File: src/design/reuse_distance_histogram_assert.svh
// Assertion macros shared by the reuse-distance histogram modules.
`ifndef REUSE_DISTANCE_HISTOGRAM_ASSERT_SVH
`define REUSE_DISTANCE_HISTOGRAM_ASSERT_SVH

// Consequent must hold in the same cycle as the antecedent.
`define RDH_ASSERT_SAME(lbl, ante, cons) \
	lbl: assert property (@(posedge clk) disable iff (!arst_n) (ante) |-> (cons)) \
		else $error("rdh: same-cycle check failed");

// Consequent must hold in the cycle after the antecedent.
`define RDH_ASSERT_NEXT(lbl, ante, cons) \
	lbl: assert property (@(posedge clk) disable iff (!arst_n) (ante) |=> (cons)) \
		else $error("rdh: next-cycle check failed");

`endif

File: src/design/rdh_pkg.sv
// Shared constants, payload types and command codes of the reuse-distance histogram.
package rdh_pkg;

	localparam int NUM_SECTORS = 65536;
	localparam int NUM_BINS    = 2500;
	localparam int BIN_WIDTH   = 1;

	localparam int SECT_W     = $clog2(NUM_SECTORS);
	localparam int HIST_DEPTH = NUM_BINS + 1;
	localparam int HIST_W     = $clog2(HIST_DEPTH);

	// The clearing sweep covers the larger of the two memories.
	localparam int CLR_LEN = (NUM_SECTORS > HIST_DEPTH) ? NUM_SECTORS : HIST_DEPTH;
	localparam int CLR_W   = $clog2(CLR_LEN);

	// Distances at or above this limit land in the overflow bin, so the divider
	// only ever sees values below it.
	localparam longint DIST_LIMIT = longint'(NUM_BINS) * longint'(BIN_WIDTH);
	localparam int     DIST_W     = $clog2(DIST_LIMIT);

	// Exact division by BIN_WIDTH for all values below 2**DIST_W:
	// q = (d * RECIP) >> DIV_SH with RECIP = ceil(2**DIV_SH / BIN_WIDTH).
	localparam int     DIV_L   = $clog2(BIN_WIDTH);
	localparam int     DIV_SH  = DIST_W + DIV_L;
	localparam int     RECIP_W = DIST_W + 1;
	localparam longint RECIP   =
		((longint'(1) << DIV_SH) + longint'(BIN_WIDTH) - 1) / longint'(BIN_WIDTH);

	localparam logic [1:0] FN_WRITE  = 2'd0;
	localparam logic [1:0] FN_DELETE = 2'd1;
	localparam logic [1:0] FN_READ   = 2'd2;

	typedef enum logic [1:0] {
		OP_NOP,
		OP_WRITE,
		OP_DELETE,
		OP_READ
	} op_t;

	typedef struct packed {
		logic [1:0]  func;
		logic [15:0] sector;
		logic [11:0] bin_index;
	} rdh_in_t;

	typedef struct packed {
		logic        had_stamp;
		logic [11:0] bin_hit;
		logic [31:0] bin_count;
		logic [31:0] writes_so_far;
	} rdh_out_t;

	// Classified item as it waits in the queue between front and back.
	typedef struct packed {
		op_t               op;
		logic [SECT_W-1:0] sect;
		logic [HIST_W-1:0] bin;
	} rdh_cmd_t;

endpackage

File: src/design/rdh_front.sv
// Front end: accepts items, classifies them and queues them for the back end.
`include "reuse_distance_histogram_assert.svh"

module rdh_front import rdh_pkg::*; (
	input  logic     clk,
	input  logic     arst_n,
	input  logic     start,
	input  rdh_in_t  cmd,
	output logic     busy,
	input  logic     clearing,
	input  logic     pop,
	output rdh_cmd_t head,
	output logic     avail
);

	localparam int QDEPTH = 2;
	localparam int QPTR_W = $clog2(QDEPTH);
	localparam int CNT_W  = $clog2(QDEPTH + 1);

	rdh_cmd_t          q_mem [QDEPTH];
	logic [QPTR_W-1:0] wr_ptr_q;
	logic [QPTR_W-1:0] rd_ptr_q;
	logic [CNT_W-1:0]  count_q;
	rdh_cmd_t          cls;
	logic              sect_ok;
	logic              rd_ok;
	logic              push;

	assign sect_ok = 32'(cmd.sector) < 32'(NUM_SECTORS);
	assign rd_ok   = 32'(cmd.bin_index) <= 32'(NUM_BINS);

	// Out-of-range events and unused codes become plain no-ops here, so the
	// back end never has to look at them twice.
	always_comb begin
		cls.sect = SECT_W'(cmd.sector);
		cls.bin  = HIST_W'(cmd.bin_index);
		case (cmd.func)
			FN_WRITE:  cls.op = sect_ok ? OP_WRITE : OP_NOP;
			FN_DELETE: cls.op = sect_ok ? OP_DELETE : OP_NOP;
			FN_READ:   cls.op = rd_ok ? OP_READ : OP_NOP;
			default:   cls.op = OP_NOP;
		endcase
	end

	assign busy  = clearing || (count_q == CNT_W'(QDEPTH));
	assign push  = start && !busy;
	assign avail = count_q != CNT_W'(0);
	assign head  = q_mem[rd_ptr_q];

	always_ff @(posedge clk) begin
		if (push) begin
			q_mem[wr_ptr_q] <= cls;
		end
	end

	always_ff @(posedge clk or negedge arst_n) begin
		if (!arst_n) begin
			wr_ptr_q <= '0;
			rd_ptr_q <= '0;
			count_q  <= '0;
		end else begin
			if (push) begin
				wr_ptr_q <= (wr_ptr_q == QPTR_W'(QDEPTH - 1)) ? '0 : wr_ptr_q + QPTR_W'(1);
			end
			if (pop) begin
				rd_ptr_q <= (rd_ptr_q == QPTR_W'(QDEPTH - 1)) ? '0 : rd_ptr_q + QPTR_W'(1);
			end
			case ({push, pop})
				2'b10:   count_q <= count_q + CNT_W'(1);
				2'b01:   count_q <= count_q - CNT_W'(1);
				default: count_q <= count_q;
			endcase
		end
	end

	`RDH_ASSERT_SAME(a_no_pop_empty, pop, count_q != CNT_W'(0))
	`RDH_ASSERT_NEXT(a_count_step, push && !pop, count_q == $past(count_q) + CNT_W'(1))
	`RDH_ASSERT_SAME(a_clear_empty, clearing, count_q == CNT_W'(0))

endmodule

File: config.mk
export PLATFORM = sky130hd
export DESIGN_NAME = rdh_front
export DESIGN_NICKNAME = d
export VERILOG_FILES = /design/src/design/rdh_pkg.sv /design/src/design/rdh_front.sv
export VERILOG_INCLUDE_DIRS = /design/src /design/src/design
export SDC_FILE = /design/constraint.sdc
export NUM_CORES = 1
export LEC_CHECK = 0
export BUFFER_PORTS_ARGS = -buffer_cell sky130_fd_sc_hd__clkbuf_2
export CORE_MARGIN = 2
export CORE_UTILIZATION = 45
export CTS_CLUSTER_DIAMETER = 50
export DETAILED_ROUTE_END_ITERATION = 7
export MAX_ROUTING_LAYER = met4
export PLACE_DENSITY = 0.7
export SLEW_MARGIN = 30
export SYNTH_ARGS = -nofsm -noshare
export SYNTH_HDL_FRONTEND = slang
export SYNTH_SLANG_ARGS = --single-unit
File: constraint.sdc
create_clock -name clk -period 6.4 [get_ports clk]
set_clock_uncertainty 0.15 [all_clocks]
set_input_delay 0.64 -clock clk [delete_from_list [all_inputs] [get_ports clk]]
set_output_delay 0.64 -clock clk [all_outputs]
set_load 0.005 [all_outputs]
---- Word-level counts from Yosys, hierarchy flattened ----
Memory sizes are Yosys's and may differ from the RTL's.
Index checks and enable logic that the tools add are counted.
cells by class
  add/sub/neg operators ................... 4
  order comparisons ....................... 1
  equality and inequality tests ........... 5
  multiplexer cells ....................... 7
  reductions and logical operators ........ 6
operator list
  cell                    number
  $le A12 B12 Y1 const B  1
  $eq A2 B2 Y1 const B    3
  $pmux W2 S3             1
  $eq A2 B1 Y1 const B    2
  $mux W1                 4
  $pmux W2 S2             1
  $reduce_bool A2 Y1      2
  $add A1 B1 Y1 const B   2
  $add A2 B1 Y2 const B   1
  $logic_not A2 Y1        1
  $mux W2                 1
  $sub A2 B1 Y2 const B   1
  $logic_and A1 B1 Y1     1
  $logic_not A1 Y1        1
  $logic_or A1 B1 Y1      1
word-level totals
  bits in registers ....................... 4
  bits in writable memories ............... 60
  output and inout port bits .............. 32
  memories kept ........................... 1
memories
  name   words  width  rd ports  clocked after Yosys merged registers in  write ports  line             source
  q_mem  2      30     1         0                                        1            rdh_front.sv:20  rdh_cmd_t q_mem [QDEPTH];

---- Longest topological paths before layout ----
Gate-level depths: netlist of run 1.
  depth after elaboration ................. 6
  depth in mapped cells ................... 6

---- Worst setup path before layout of run 1 ----
OpenSTA, ideal clock, no wires.
  path type ............................... in2reg
  start ................................... input clearing
  end ..................................... memory q_mem[0][0] (netlist bit) (enable)
  library setup time ...................... 417 ps
  arrival time ............................ 2120 ps
  data required time ...................... 5833 ps
  slack ................................... 3713 ps
  stages .................................. 3
  path buffers ............................ 0
  cells stage by stage .................... inv_1 -> o211ai_2 -> nor2_1
between the ends
  longest elaborated chain between the ends .. 5
RTL lines
  element                        line             source
  start, declared                rdh_front.sv:10  input logic clearing,
  $logic_or A1 B1 Y1             rdh_front.sv:45  assign busy = clearing || (count_q == CNT_W'(QDEPTH));
  $logic_not A1 Y1               rdh_front.sv:46  assign push = start && !busy;
  $logic_and A1 B1 Y1            rdh_front.sv:46
  $mux W1                        rdh_front.sv:51  if (push) begin
  $mux W1 (implied by the code)  rdh_front.sv:52  q_mem[wr_ptr_q] <= cls;
  end, declared                  rdh_front.sv:20
No other way between the ends.

==> results of run 1 <==
[state kept, by name, summed over array words and instances, names as in the netlist]
register  flops
rd_ptr_q      1
count_q       2
wr_ptr_q      1
q_mem        60
[cells by family after synthesis]
group                    count (synthesis)  share of synthesized area
AND/OR/NAND/NOR                         10                     0.0229
multiplexers                            30                      0.137
AO/OA/AOI/OAI                           10                     0.0310
flip-flops                              64                      0.772
adder cells (fa/ha/maj)                  1                    0.00508
buffers and inverters                    8                     0.0137
XOR/XNOR                                 5                     0.0178
[routing by layer]
metal,up-vias,track usage,share of wire
li1,654,-,-
met1,644,0.184,0.43
met2,53,0.252,0.49
met3,8,0.0395,0.063
met4,0,0.0895,0.018
met5,-,-,0
[layout make-up]
cell class	count	area, um^2	area share
clock buffer	15	176	0.0573
multi-input combinational	56	532	0.173
tap	70	87.6	0.0284
sequential	64	1900	0.618
timing repair buffer	70	363	0.118
inverter	5	18.8	0.00610
[Yosys cell counts, drive strengths merged]
master,instances,share of area
nand4,1,0.0051
nand3,1,0.0020
o21ai,5,0.010
inv,5,0.0076
mux2,30,0.14
edfxtp,60,0.73
or2,1,0.0025
a211oi,1,0.0030
ha,1,0.0051
dfrtp,4,0.041
nor3,1,0.0020
nor2,5,0.0076
or3b,1,0.0036
a2111oi,1,0.0061
buf,3,0.0061
xor2,1,0.0036
o32ai,1,0.0036
o211ai,2,0.0081
xnor2,4,0.014
[path summary, 6_finish.rpt]
path                                      to  cells after the start  slack [ps]
worst max-delay path                head[28]                      3        4060
worst min-delay path            q_mem[0][19]                      1         350
worst max register to register  q_mem[1][27]                      4        4360
worst min register to register      wr_ptr_q                      1         390
max in group asynchronous           rd_ptr_q                      2        5470
min in group asynchronous           wr_ptr_q                      2         510
[through the flow]
stage          setup WS, ps  hold slack [ps]  std cells  power, mW  cell area, um^2
4_1_cts                4030              337        280       1.17             3080
5_1_grt                3990              340        280       1.22             3080
2_1_floorplan          3710              194        128      0.740             2460
3_3_place_gp           4060              298        264      0.855             2890
6_report               4060              354        280       1.16             3080
3_5_place_dp           3990              301        264      0.868             2890
[worst max-delay path, stage by stage (launching register included)]
cell and delay, ps:
dfrtp_1 320, buf_4 370, mux2_2 400, clkbuf_2 120
[timing repair]
item | 4_1_cts | 5_1_grt
resized for setup | 0 | 0
hold endpoints to repair | 4 | 0
hold buffers | 1 | 0
[power groups by stage]
stage,Sequential [mW],Combinational [mW],Clock (mW)
final,0.547,0.309,0.306
after CTS,0.547,0.316,0.312
after floorplan,0.552,0.188,0
after detailed placement,0.556,0.312,0
after global routing,0.552,0.337,0.329
after global placement,0.552,0.303,0
==> results.yml, run 1 <==
worst_setup_path:
  worstPathRequired_ps: 5610
  critPathLaunch: "rd_ptr_q"
  crit_fanout: 31
  r2r-start: "count_q[1]"
  crit_path_end_kind: "output pin"
  cp-start-kind: "register"
  path_class: "register to output pin"
  arrival_ps: 1550
timing:
  worstMarginPinSlew_ps: 676
  max_clock_freq_ghz: 0.427
  tns_ps: 0
  maxSlewHeadroom: 0.549
  finalCritPeriodShare: 0.366
  rsz0062_at_grt: "no"
  period_needed_ps: 2340
  hold_viol_final: 0
  setup_viol: 0
  drv_slew: 0
yosys:
  syn-cell-area_um2: 2460
  syn_nets: 164
  yosysUniqueCellTypes: 22
  yosys_register_bits: 64
  synth.yosys.warnings: 0
  synth_cells: 128
  avgSynthCellArea_um2: 19.2
  ys_seq_area_frac: 0.772
routing:
  vias: 1359
  wl_mm: 4.40
  viasPerCell: 4.85
  ant_nets: 0
  drt_iter0_markers: 87
  first_pass_iters: 4
  drcViolationCount: 0
  post_drt_wl_per_cell_um: 15.7
cells_and_area:
  layout-drive-gt1-share: 0.562
  layout.cells.most_common_list: "66 x clkbuf_2, 60 x edfxtp_1, 30 x mux2_2, 12 x clkbuf_8"
  fillers: 416
  n_antenna_cell: 0
  areaGrowthSynthToFinish_pct: 25.1
  layout_commonest_cell: "clkbuf_2"
  fin_util: 0.592
  nets: 242
clock_tree:
  cts_buffers: 9
  max-clock-path-buffers: 2
  clkTransAtPathRegs_ps: 60
  root_buffer: "clkbuf_8"
  cts.sinks: 64
  cts.htree.levels: 3
  cts_tree: "built"
  postCtsSetupRepairBufs: 0
  insertion_delay_ps: 320
run:
  cap_violations: 0
hold_path:
  hold_start: "cmd[19]"
  hold_path_class: "input port to register"
die:
  die-area_um2: 6080
  ioPinCount: 67
  die_h_um: 78.0
  rows: 26
  initial_utilization: 0.473
  core_um2: 5200
  die_width_um: 78.0
global_route:
  grt_pass1_vias: 1450
  grtUsageTotal: 0.158
  antenna_found_initial: 0
  grt_pass1_wl_mm: 6.88
  grt_overflow: 0
  grt_max_degree: 32
place:
  gp_congestion: 0.821
  hpwl_mm: 3.04
  numPortBuffers: 66
power_and_ir_drop:
  power.internal_mw: 0.855
  max-vdd-ir-drop_mv: 0.207
  switchingPower_mw: 0.307
  comb_power_share: 0.266
  clkPwrFrac: 0.263
  seq_power_share: 0.471
  p_leak_nw: 1.18
  switching_share: 0.264
  power.density_nw_per_um2: 377
run_status:
  status: "finished clean"
No activity file was read; power rests on OpenSTA's default activity.
==> inputs of run 2 (changes only) <==
--- a/config.mk
+++ b/config.mk
@@ -6,6 +6,7 @@
 export SDC_FILE = /design/constraint.sdc
 export NUM_CORES = 1
 export LEC_CHECK = 0
+export ABC_AREA = 1
 export BUFFER_PORTS_ARGS = -buffer_cell sky130_fd_sc_hd__clkbuf_2
 export CORE_MARGIN = 2
 export CORE_UTILIZATION = 45
==> constraint.sdc (replaced) <==
create_clock -name clk -period 2.3 [get_ports clk]
set_clock_uncertainty 0.15 [all_clocks]
set_input_delay 0.23 -clock clk [delete_from_list [all_inputs] [get_ports clk]]
set_output_delay 0.23 -clock clk [all_outputs]
set_load 0.005 [all_outputs]
==> run 2 against run 1 <==
Effect of this change: clock power grew to 3.4 times the previous value; register-to-register slack worse by 3800 ps; sequential cell count stayed put; cell count is 17% higher; synthesized cell count is 12% higher; count of clock-buffer cells in the layout is 5 lower; combinational power grew to 2.9 times the previous value; critical endpoint is now head[17]; largest power group unchanged; highest routed layer unchanged.
==> results.yml, run 2 <==
yosys:
  synthFlopType: "edfxtp_1"
  synth.yosys.warnings: 0
  synthAdderAreaFrac: 0.00500
  synth_cells: 143
  synth_xor_area_frac: 0.0140
  yosys.area.top_type_share: 0.720
  synth_edf_count: 60
  netlist_top_cells_count: "60 x edfxtp_1, 28 x mux2_2, 14 x nand2_1"
  avgSynthCellArea_um2: 17.5
  syn-cell-area_um2: 2500
  synth.mux.area_fraction: 0.138
  synth_top_family_by_area: "multiplexers"
  yosysMostFrequentCell: "edfxtp_1"
  ys_seq_area_frac: 0.760
  synth_compound_area_frac: 0.00600
  syn_nets: 179
  ys_async_sr_fraction: 0.0625
  synth_area_leaders: "edfxtp_1 72%, mux2_2 13%, dfrtp_1 4.0%"
  yosysUniqueCellTypes: 19
  yosys.area.top_type: "edfxtp_1"
  yosys.area_share.simple: 0.0475
  yosys_register_bits: 64
run_status:
  status: "finished clean"
cells_and_area:
  layout.cells.most_common_list: "66 x clkbuf_2, 60 x edfxtp_1, 30 x dlygate4sd3_1, 28 x mux2_2, 14 x nand2_1"
  nets: 287
  top_register: "q_mem"
  fillers: 412
  fin_cells: 328
  reg.largest.list: "q_mem: 60 flops, count_q: 2 flops"
  layout-drive-gt1-share: 0.473
  layout_commonest_cell: "clkbuf_2"
  n_antenna_cell: 0
  seqCellArea_um2: 1900
  largest_register_ffs: 60
  areaGrowthSynthToFinish_pct: 38.6
  multi_input_area_um2: 532
die:
  core_um2: 5440
  initial_utilization: 0.460
  die_width_um: 78.6
  ioPinCount: 67
  rows: 27
  die-area_um2: 6180
  die_h_um: 78.6
global_route:
  met1_usage: 0.172
  grt_pass1_wl_mm: 6.93
  antenna_found_initial: 0
  grt_max_degree: 27
  top_usage_layer: "met2"
  met2_usage: 0.263
  grt_pass1_vias: 1498
  grtUsageTotal: 0.160
  use_met3: 0.0402
  grt_overflow: 0
clock_tree:
  cts_tree: "built"
  ctsResizeCount: 0
  cts_buffers: 9
  cts.htree.levels: 3
  cts.sinks: 64
  postCtsSetupRepairBufs: 0
  root_buffer: "clkbuf_8"
  max-clock-path-buffers: 2
  clkTransAtPathRegs_ps: 70
  insertion_delay_ps: 330
run:
  cap_violations: 0
routing:
  ant_nets: 0
  first_pass_iters: 4
  drt_iter0_markers: 68
  vias: 1517
  drcViolationCount: 0
  post_drt_wl_per_cell_um: 13.4
  wl_mm: 4.40
  viasPerCell: 4.63
timing:
  max_clock_freq_ghz: 0.497
  worstMarginPinSlew_ps: 399
  setup_viol: 0
  period_needed_ps: 2010
  finalCritPeriodShare: 0.875
  rsz0062_at_grt: "no"
  setup_ws_ps: 287
  drv_slew: 0
  hold_viol_final: 0
  maxSlewHeadroom: 0.734
worst_setup_path:
  critPathLaunch: "rd_ptr_q"
  rr_worst_depth: 5
  r2r-start: "count_q[0]"
  path_class: "register to output pin"
  arrival_ps: 1630
  worstReg2RegEnd: "q_mem[0][23]"
  reg2reg_slack_ps: 590
  cp-start-kind: "register"
  worstPathRequired_ps: 1920
  crit_fanout: 24
  crit_path_end_kind: "output pin"
power_and_ir_drop:
  p_leak_nw: 1.40
  p_total_mw: 3.49
  power.density_nw_per_um2: 1000
  max-vdd-ir-drop_mv: 0.626
place:
  post-place-ws_ps: 575
  gp_congestion: 0.745
  placed_cells: 282
  hpwl_mm: 2.93
  numPortBuffers: 66
hold_path:
  hold_depth: 3
  min_to: "q_mem[0][29]"
  hold_start: "cmd[28]"
  hold_path_class: "input port to register"
[run 2: cell count changes after synthesis, moves of 2 or more]
cell / delta
mux2_4: +2
o21ai_0: -3
nand2_1: +14
inv_1: +7
buf_6: +3
buf_2: -3
xnor2_1: -3
mux2_2: -2
a21oi_1: +2
xor2_1: +2
[run 2: area by class of cell]
class | count | area share
sequential | 64 | 0.548
timing repair buffer | 100 | 0.198
multi-input combinational | 65 | 0.153
clock buffer | 10 | 0.0397
tap | 72 | 0.0260
clock inverter | 6 | 0.0238
inverter | 11 | 0.0119
[run 2: what timing repair did]
action / CTS / global route
hold buffers: 30 / 0
endpoints found under the setup margin: 0 / 0
endpoints found under the hold margin: 61 / 0
[run 2: critical path: stages (launching register included)]
cell,delay [ps]
dfrtp_1,580
buf_12,240
mux2_2,360
clkbuf_2,110
[run 2: per-stage QoR]
stage / area [um^2] / utilization / hold WS [ps] / TNS (ps)
5_1_grt: 3470 / 0.638 / 86.0 / 0
6_report: 3470 / 0.638 / 71.0 / 0
3_5_place_dp: 2950 / 0.542 / -108 / 0
2_1_floorplan: 2500 / - / -216 / -9600
4_1_cts: 3470 / 0.638 / 52.5 / 0
3_3_place_gp: 2950 / 0.542 / -105 / 0
[run 2: power breakdown]
part / internal, mW / switching, mW / total [mW]
logic: 0.501 / 0.397 / 0.899
clock network: 0.633 / 0.412 / 1.05
registers: 1.46 / 0.0807 / 1.54
[run 2: kinds of logic (layout without fill, tap and decap cells)]
| family | count (synthesis) | count (layout) |
|---|---|---|
| xor gates and xnor gates | 4 | 4 |
| muxes | 30 | 30 |
| DFF | 64 | 64 |
| and+or+nand+nor | 27 | 27 |
| adders and majority gates | 1 | 1 |
| buffers and inverters | 14 | 127 |
| AOI/OAI and AO/OA | 3 | 3 |
[run 2: how the worst max path moves through the flow]
stage,endpoint,slack (ps),cells past startpoint
global route,head[17],200,3
global placement,q_mem[0][21],590,5
CTS,head[14],250,3
floorplan,q_mem[0][0],-160,4
detailed placement,q_mem[0][12],580,5
finish,head[17],290,3
[run 2: layer usage]
layer / vias to the layer above / part of all wire
met5: - / 0
met4: 0 / 0.032
met3: 13 / 0.043
met2: 40 / 0.52
met1: 724 / 0.40
li1: 740 / -
==> inputs of run 3 (changes only) <==
--- a/config.mk
+++ b/config.mk
@@ -9,11 +9,10 @@
 export ABC_AREA = 1
 export BUFFER_PORTS_ARGS = -buffer_cell sky130_fd_sc_hd__clkbuf_2
 export CORE_MARGIN = 2
-export CORE_UTILIZATION = 45
+export CORE_UTILIZATION = 29
 export CTS_CLUSTER_DIAMETER = 50
 export DETAILED_ROUTE_END_ITERATION = 7
 export MAX_ROUTING_LAYER = met4
-export PLACE_DENSITY = 0.7
 export SLEW_MARGIN = 30
 export SYNTH_ARGS = -nofsm -noshare
 export SYNTH_HDL_FRONTEND = slang
==> run 3 against run 2 <==
Effect of this change: total power shrank 4.6%; via count shrank 0.13%; highest routed layer unchanged; design area is essentially flat.
==> results.yml, run 3 (synthesis results as in run 2) <==
run_status:
  status: "finished clean"
cells_and_area:
  layout.cells.most_common_list: "66 x clkbuf_2, 60 x edfxtp_1, 30 x dlygate4sd3_1, 28 x mux2_2, 14 x nand2_1"
  largest_register_ffs: 60
  reg.largest.list: "q_mem: 60 flops, count_q: 2 flops"
  areaGrowthSynthToFinish_pct: 38.6
  fillers: 771
  nets: 287
  layout_commonest_cell: "clkbuf_2"
  design_area_um2: 3470
  n_antenna_cell: 0
  fin_util: 0.418
  layout-drive-gt1-share: 0.461
  top_register: "q_mem"
routing:
  drt_iter0_markers: 33
  drcViolationCount: 0
  ant_nets: 0
  first_pass_iters: 4
  vias: 1515
  wl_mm: 4.54
  post_drt_wl_per_cell_um: 12.6
  viasPerCell: 4.20
global_route:
  use_met3: 0.0282
  antenna_found_initial: 0
  met2_usage: 0.159
  grt_pass1_vias: 1550
  grt_max_degree: 31
  top_usage_layer: "met2"
  grt_pass1_wl_mm: 7.42
  met1_usage: 0.126
  grtUsageTotal: 0.104
  grt_overflow: 0
power_and_ir_drop:
  power.density_nw_per_um2: 958
  max-vdd-ir-drop_mv: 0.337
  p_leak_nw: 1.38
clock_tree:
  root_buffer: "clkbuf_8"
  insertion_delay_ps: 330
  cts.htree.levels: 3
  max-clock-path-buffers: 2
  clkTransAtPathRegs_ps: 60
  cts_buffers: 9
  ctsResizeCount: 0
  cts.sinks: 64
  cts_tree: "built"
worst_setup_path:
  cp-start-kind: "register"
  crit_fanout: 17
  slowest_delay_ps: 380
  worst-path-buf-inv: 2
  path_class: "register to output pin"
  crit_path_end_kind: "output pin"
  slowest_stage: "mux2_2"
  critPathTopFamily: "buffers and inverters"
  path_cells: "buf_4 > mux2_2 > clkbuf_2"
  worstPathRequired_ps: 1920
  arrival_ps: 1450
timing:
  finalCritPeriodShare: 0.796
  setup_ws_ps: 469
  period_needed_ps: 1830
  worstMarginPinSlew_ps: 438
  rsz0062_at_grt: "no"
  hold_viol_final: 0
  setup_viol: 0
  drv_slew: 0
  max_clock_freq_ghz: 0.546
  maxSlewHeadroom: 0.708
die:
  core_um2: 8300
  initial_utilization: 0.302
  die_h_um: 96.9
  rows: 33
  die_width_um: 96.9
  ioPinCount: 67
  die-area_um2: 9390
hold_path:
  hold_path_class: "input port to register"
run:
  cap_violations: 0
place:
  hpwl_mm: 2.87
  gp_congestion: 0.658
  numPortBuffers: 66
  post-place-ws_ps: 567
  place_area_um2: 2990
[run 3: changes by cell type in the layout (fill, tap and decap cells not counted), sizes merged]
cell / change
clkinvlp: -1
clkbuf: +2
bufinv: -1
[run 3: cell type report]
class | instances | area (um^2) | share of cell area
sequential | 64 | 1900 | 0.548
timing repair buffer | 100 | 673 | 0.194
multi-input combinational | 65 | 542 | 0.156
clock buffer | 12 | 135 | 0.0389
tap | 105 | 131 | 0.0379
clock inverter | 4 | 45.0 | 0.0130
inverter | 11 | 41.3 | 0.0119
[run 3: final timing paths]
check / cells past startpoint / slack, ps / start / to
max: 3 / 470 / rd_ptr_q / head[7]
min: 3 / 80 / cmd[28] / q_mem[1][29]
max reg2reg: 5 / 570 / count_q[0] / q_mem[1][9]
min reg2reg: 1 / 370 / count_q[0] / count_q[0]
max in group asynchronous: 2 / 1780 / arst_n / wr_ptr_q
min in group asynchronous: 2 / 90 / arst_n / count_q[0]
[run 3: metal layers]
| layer | wire length (um) | vias to the layer above | part of all wire |
|---|---|---|---|
| met3 | 218 | 10 | 0.048 |
| met4 | 93 | 0 | 0.020 |
| met1 | 2070 | 720 | 0.46 |
| met5 | 0 | - | 0 |
| met2 | 2150 | 49 | 0.47 |
| li1 | - | 736 | - |
[run 3: worst reg2reg max path: stages, from the launching register on]
cell and delay, ps:
dfrtp_1 390, inv_1 70, nand2_1 90, nand3_2 160, nor2_4 120, buf_4 390
[run 3: power breakdown]
part	leakage (nW)	total (mW)	switching, mW	internal (mW)
Clock	0.0941	0.886	0.390	0.496
Combinational	0.693	0.925	0.436	0.489
Sequential	0.595	1.51	0.0510	1.46
Total	1.38	3.32	0.877	2.45
[run 3: what timing repair did]
item / CTS / global route
hold buffers: 30 / 0
setup buffers: 0 / 0
hold endpoints to repair: 61 / 0
[run 3: per-stage QoR]
step | setup TNS [ps] | power (mW) | cells | hold WS [ps]
2_1_floorplan | -9600 | 2.10 | 143 | -216
3_3_place_gp | 0 | 2.44 | 315 | -104
3_5_place_dp | 0 | 2.45 | 315 | -102
4_1_cts | 0 | 3.41 | 361 | 53.2
5_1_grt | 0 | 3.53 | 361 | 71.9
6_report | 0 | 3.32 | 361 | 80.8
